File: src/agf_pkg.sv
package agf_pkg;

  // Shared multiplier operand and product widths (33 bits carries a 32-bit unsigned value)
  localparam int unsigned MulW  = 33;
  localparam int unsigned ProdW = 2 * MulW;

  // Variance limits in unsigned Q16.32
  localparam logic [47:0] VarFloor = 48'd4295;
  localparam logic [47:0] VarMax   = 48'hFFFF_FFFF_FFFF;

  // Configuration register indexes
  typedef enum logic [2:0] {
    REG_MEAN_CONST = 3'd0,
    REG_AR_COEF    = 3'd1,
    REG_MA_COEF    = 3'd2,
    REG_OMEGA      = 3'd3,
    REG_ALPHA_COEF = 3'd4,
    REG_BETA_COEF  = 3'd5,
    REG_DIFF_ORDER = 3'd6
  } agf_reg_e;

endpackage

File: src/agf_mul.sv
module agf_mul (
  input  logic                                  clk_i,
  input  logic signed [agf_pkg::MulW-1:0]       a_i,
  input  logic signed [agf_pkg::MulW-1:0]       b_i,
  output logic signed [agf_pkg::ProdW-1:0]      p_o
);

  logic signed [agf_pkg::ProdW-1:0] p_d;
  logic signed [agf_pkg::ProdW-1:0] p_q;

  // Full signed product, registered
  assign p_d = a_i * b_i;

  always_ff @(posedge clk_i) begin
    p_q <= p_d;
  end

  assign p_o = p_q;

endmodule

File: config.mk
export PLATFORM = sky130hd
export DESIGN_NAME = agf_mul
export DESIGN_NICKNAME = d
export VERILOG_FILES = /design/src/agf_pkg.sv /design/src/agf_mul.sv
export SDC_FILE = /design/constraint.sdc
export NUM_CORES = 2
export LEC_CHECK = 0
export BUFFER_PORTS_ARGS = -buffer_cell sky130_fd_sc_hd__buf_4
export CAP_MARGIN = 30
export CORE_UTILIZATION = 40
export CTS_CLUSTER_SIZE = 40
export DETAILED_ROUTE_END_ITERATION = 16
export GPL_ROUTABILITY_DRIVEN = 0
export PLACE_DENSITY_LB_ADDON = 0.2
export SLEW_MARGIN = 20
export SYNTH_ARGS = -nofsm -noshare
export SYNTH_HDL_FRONTEND = slang
export SYNTH_SLANG_ARGS = --single-unit
File: constraint.sdc
create_clock -name clk_i -period 10.6 [get_ports clk_i]
set_clock_uncertainty 0.1 [all_clocks]
set_input_delay 0.53 -clock clk_i [delete_from_list [all_inputs] [get_ports clk_i]]
set_output_delay 0.53 -clock clk_i [all_outputs]
set_load 0.005 [all_outputs]
Word-level counts from Yosys, hierarchy flattened
Cells that the tools add are included.
- multiply operators: 1
- operators by type and width (cell ; number):
    multiplier 33 x 33 -> 66 bit ; 1
- output and inout port bits: 66
- register bits after elaboration: 66
- word-level logic and storage cells: 2
- input bits: 67

Logic depth before layout (Yosys ltp)
- depth in word-level cells: 1
- gate-level depth with buffers: 29
- mapped depth without buffers: 27

Worst setup path before layout
No wires, ideal clock.
- kind: in2reg
- start: input a_i[32] (netlist bit)
- end: register p_q, in the netlist p_o[65]
- path buffers: 2
- cell stages on the path: 22
- required time: 10428 ps
- path slack: 2749 ps
- data arrival time: 7679 ps
- setup time: 72 ps
- cell sequence: clkbuf_1 nand2_1 inv_1 fa_1 fa_1 fa_1 fa_1 fa_1 fa_1 fa_1 inv_1 fa_1 inv_1 ha_1 clkbuf_1 a21o_1 a21o_1 a221o_1 a31oi_2 o211ai_1 o41ai_2 xnor2_1
- longest elaborated chain between the ends: 1
- RTL lines (element ; line ; text):
    start: declaration ; agf_mul.sv:3 ; input logic signed [agf_pkg::MulW-1:0] a_i,
    multiplier 33 x 33 -> 66 bit ; agf_mul.sv:12 ; assign p_d = a_i * b_i;
    net p_d, one bit ; agf_mul.sv:8 ; logic signed [agf_pkg::ProdW-1:0] p_d;
    end signal: assignment ; agf_mul.sv:15 ; p_q <= p_d;
    end: declaration ; agf_mul.sv:9 ; logic signed [agf_pkg::ProdW-1:0] p_q;
The timed path passes the listed nets, and every way through them passes these cells.

Final worst setup path
- start: input a_i[23] (netlist bit)
- end: register p_q, in the netlist p_o[65]
The elaborated chain is that of the path after synthesis.

==> flow_summary.yaml <==
synthesis:
  yosysWarningCount: 0
  syn-instance-count: 4302
  synthMostInstantiatedCell: "sky130_fd_sc_hd__fa_1"
  netlist_top_cells_count: "sky130_fd_sc_hd__fa_1, sky130_fd_sc_hd__inv_1, sky130_fd_sc_hd__and2_1"
  postSynth.topFlopCell: "sky130_fd_sc_hd__dfxtp_1"
  average_footprint_of_a_synthesized_cell_um2: 9.383
  synth.area.top_cells: "sky130_fd_sc_hd__fa_1, sky130_fd_sc_hd__inv_1, sky130_fd_sc_hd__and2_1, sky130_fd_sc_hd__ha_1, sky130_fd_sc_hd__nand2_1"
  synth_fp_nets: 5731
  synth.yosys.seq_area_share_pct: 3.273
  synth_largest_area_cell: "sky130_fd_sc_hd__fa_1"
  synth.ff_latch_count: 66
  ys_types: 61
  number_of_enable_flip_flop_cells_after_synthesis: 0
  mappedNetlistArea_mm2: 0.04037
  synthArstFlopShare_pct: 0
  synth_top_area_share_pct: 56.79
die:
  core.rowCount: 116
  dieArea_mm2: 0.1022
  die_width_um: 319.7
  die-height_um: 319.7
  core_area_mm2: 0.1000
  boundaryPins: 133
  initial_utilization_pct: 40.37
drt:
  avgViaCountPerCell: 5.001
  drt_pre_antenna_iters: 5
  via_count: 27682
  wl_per_cell_um: 21.06
  detail_route.iter0.violations: 1547
  totalWireLength_um: 116600
  postRouteAntennaNets: 0
  residual_drc_count: 0
timing:
  period_needed_ns: 8.426
  rsz_0062_raised_after_global_routing: "false"
  tns_ns: 0
  timing.final.crit_share_pct: 79.49
  setup_viol: 0
  hold_violations: 0
  final-max-slew-violation-count: 0
  max_slew.worst_pin.slew_ns: 1.039
  maxSlewHeadroom_pct: 30.59
  max_clock_freq_mhz: 118.7
hold_path:
  worst_hold_path.endpoint: "p_o[0]"
  min_delay_path_depth: 2
  hp-start: "b_i[0]"
  min-delay-path-class: "input pin to register"
cells_and_area:
  num-nets-final: 5659
  area_taken_by_multi_input_logic_gates_mm2: 0.03396
  final-seq-area_mm2: 0.001321
  number_of_flip_flops_under_the_largest_register_name: 66
  post_route_cells_drive_above_1_share_pct: 4.132
  fill_cells: 9949
  flow.area_growth_from_synthesis_pct: 5.319
global_routing:
  grt_start_max_net_pins: 34
  global_route_wire_length_before_repair_um: 187500
  overflow: 0
  antenna_found_initial: 8
  grt_pass1_vias: 31032
  grt_use_total_pct: 24.41
clock_tree:
  clock_tree.htree_level_count: 3
  cts_num_sinks: 66
  root_buffer: "sky130_fd_sc_hd__clkbuf_16"
  tritoncts: "built"
  max-clock-path-buffers: 2
  number_of_buffers_inserted_by_hold_repair_at_cts: 0
  post_cts_setup_repair_buffer_count: 0
  cts-buffers-inserted: 9
  clkSlewWorstSetupHoldPaths_ns: 0.06
  cts_resized: 0
worst_setup_path:
  endpoint_required_time_on_the_critical_path_ns: 10.84
  critical_path_maximum_fanout: 33
  crit_path_start_kind: "input pin"
  data_arrival_critical_path_ns: 8.66
  critPathKind: "input pin to register"
  crit_end_element: "register"
outcome:
  outcome: "completed"
placed_design:
  detailed_place_hpwl_um: 90710
  portBuffers: 132
run:
  maxCapViolations: 0
-- per-layer routing --
layer | wire length (um) | global-route usage, % | up-vias
li1 | - | - | 12044
met1 | 49960 | 33.54 | 14706
met2 | 55850 | 39.95 | 765
met3 | 7812 | 4.306 | 163
met4 | 2915 | 6.058 | 4
met5 | 25 | 0 | -
-- logic make-up (layout without fill, tap and decap cells) --
logic type                 after synthesis  after routing  share of synthesized area [%]
other                                    0              2                              0
and+or+nand+nor                       1228           1228                          15.38
adders and majority gates             1362           1362                          63.51
xor gates and xnor gates                75             75                          1.627
buffers and inverters                 1354           1287                          12.61
AOI/OAI and AO/OA                      217            217                          3.599
DFF                                     66             66                          3.273
-- worst max-delay path by stage --
stage / from / to / cells after the start
finish: a_i[23] / p_o[65] / 26
global route: a_i[32] / p_o[65] / 23
CTS: a_i[32] / p_o[65] / 23
detailed placement: a_i[32] / p_o[65] / 23
global placement: a_i[32] / p_o[64] / 21
floorplan: a_i[32] / p_o[65] / 22
-- final cells by class --
cell class | instances | area share [%]
flip-flops and latches | 66 | 3.108
inverters | 1133 | 10.00
well taps | 1298 | 3.820
clock buffers | 11 | 0.5474
diodes | 2 | 0.01177
repair buffers | 138 | 2.455
multi-input cells | 2882 | 79.87
clock inverters | 5 | 0.1854
-- worst max-delay path, stage by stage --
cell and delay, ns:
sky130_fd_sc_hd__buf_4 0.29, sky130_fd_sc_hd__and2_1 0.24, sky130_fd_sc_hd__fa_1 0.55, sky130_fd_sc_hd__inv_1 0.06, sky130_fd_sc_hd__fa_1 0.53, sky130_fd_sc_hd__inv_1 0.05
sky130_fd_sc_hd__fa_1 0.50, sky130_fd_sc_hd__inv_1 0.06, sky130_fd_sc_hd__fa_1 0.49, sky130_fd_sc_hd__fa_1 0.51, sky130_fd_sc_hd__inv_1 0.05, sky130_fd_sc_hd__fa_1 0.49
sky130_fd_sc_hd__fa_1 0.50, sky130_fd_sc_hd__inv_1 0.05, sky130_fd_sc_hd__fa_1 0.47, sky130_fd_sc_hd__inv_1 0.04, sky130_fd_sc_hd__ha_1 0.36, sky130_fd_sc_hd__and4_1 0.22
sky130_fd_sc_hd__and2_1 0.19, sky130_fd_sc_hd__and4_1 0.22, sky130_fd_sc_hd__a211oi_2 0.87, sky130_fd_sc_hd__o31ai_2 0.36, sky130_fd_sc_hd__a31oi_2 0.38, sky130_fd_sc_hd__o211ai_1 0.21
sky130_fd_sc_hd__o41ai_2 0.26, sky130_fd_sc_hd__xnor2_1 0.15
-- stage by stage --
step / cells / setup slack (ns) / hold WS, ns / util, % / instance area, um^2
global route: 5534 / 1.793 / 0.5054 / 42.51 / 42510
detailed placement: 5516 / 1.834 / 0.8090 / 42.19 / 42190
floorplan: 4302 / 2.749 / 0.5573 / - / 40370
CTS: 5532 / 2.207 / 0.4616 / 42.50 / 42500
finish: 5535 / 2.175 / 0.4742 / 42.51 / 42510
global placement: 5515 / 1.643 / 0.8088 / 42.17 / 42170
-- placed cells by master (no fill, tap or decap), types with 8 or more instances in the layout --
master and n:
sky130_fd_sc_hd__fa_1 1145, sky130_fd_sc_hd__inv_1 1133, sky130_fd_sc_hd__and2_1 562, sky130_fd_sc_hd__nand2_1 543
sky130_fd_sc_hd__ha_1 217, sky130_fd_sc_hd__buf_4 136, sky130_fd_sc_hd__a21oi_1 73, sky130_fd_sc_hd__dfxtp_1 66
sky130_fd_sc_hd__xnor2_1 55, sky130_fd_sc_hd__nor2_1 47, sky130_fd_sc_hd__o21ai_0 37, sky130_fd_sc_hd__a21o_1 28
sky130_fd_sc_hd__xor2_1 20, sky130_fd_sc_hd__nand3_1 18, sky130_fd_sc_hd__nand2b_1 9, sky130_fd_sc_hd__a31oi_1 9
sky130_fd_sc_hd__nand4_1 9, sky130_fd_sc_hd__clkbuf_16 9, sky130_fd_sc_hd__o21bai_1 8
Power is not shown: default switching activity piles up to over one toggle a cycle in this logic, so the estimate is an artifact.
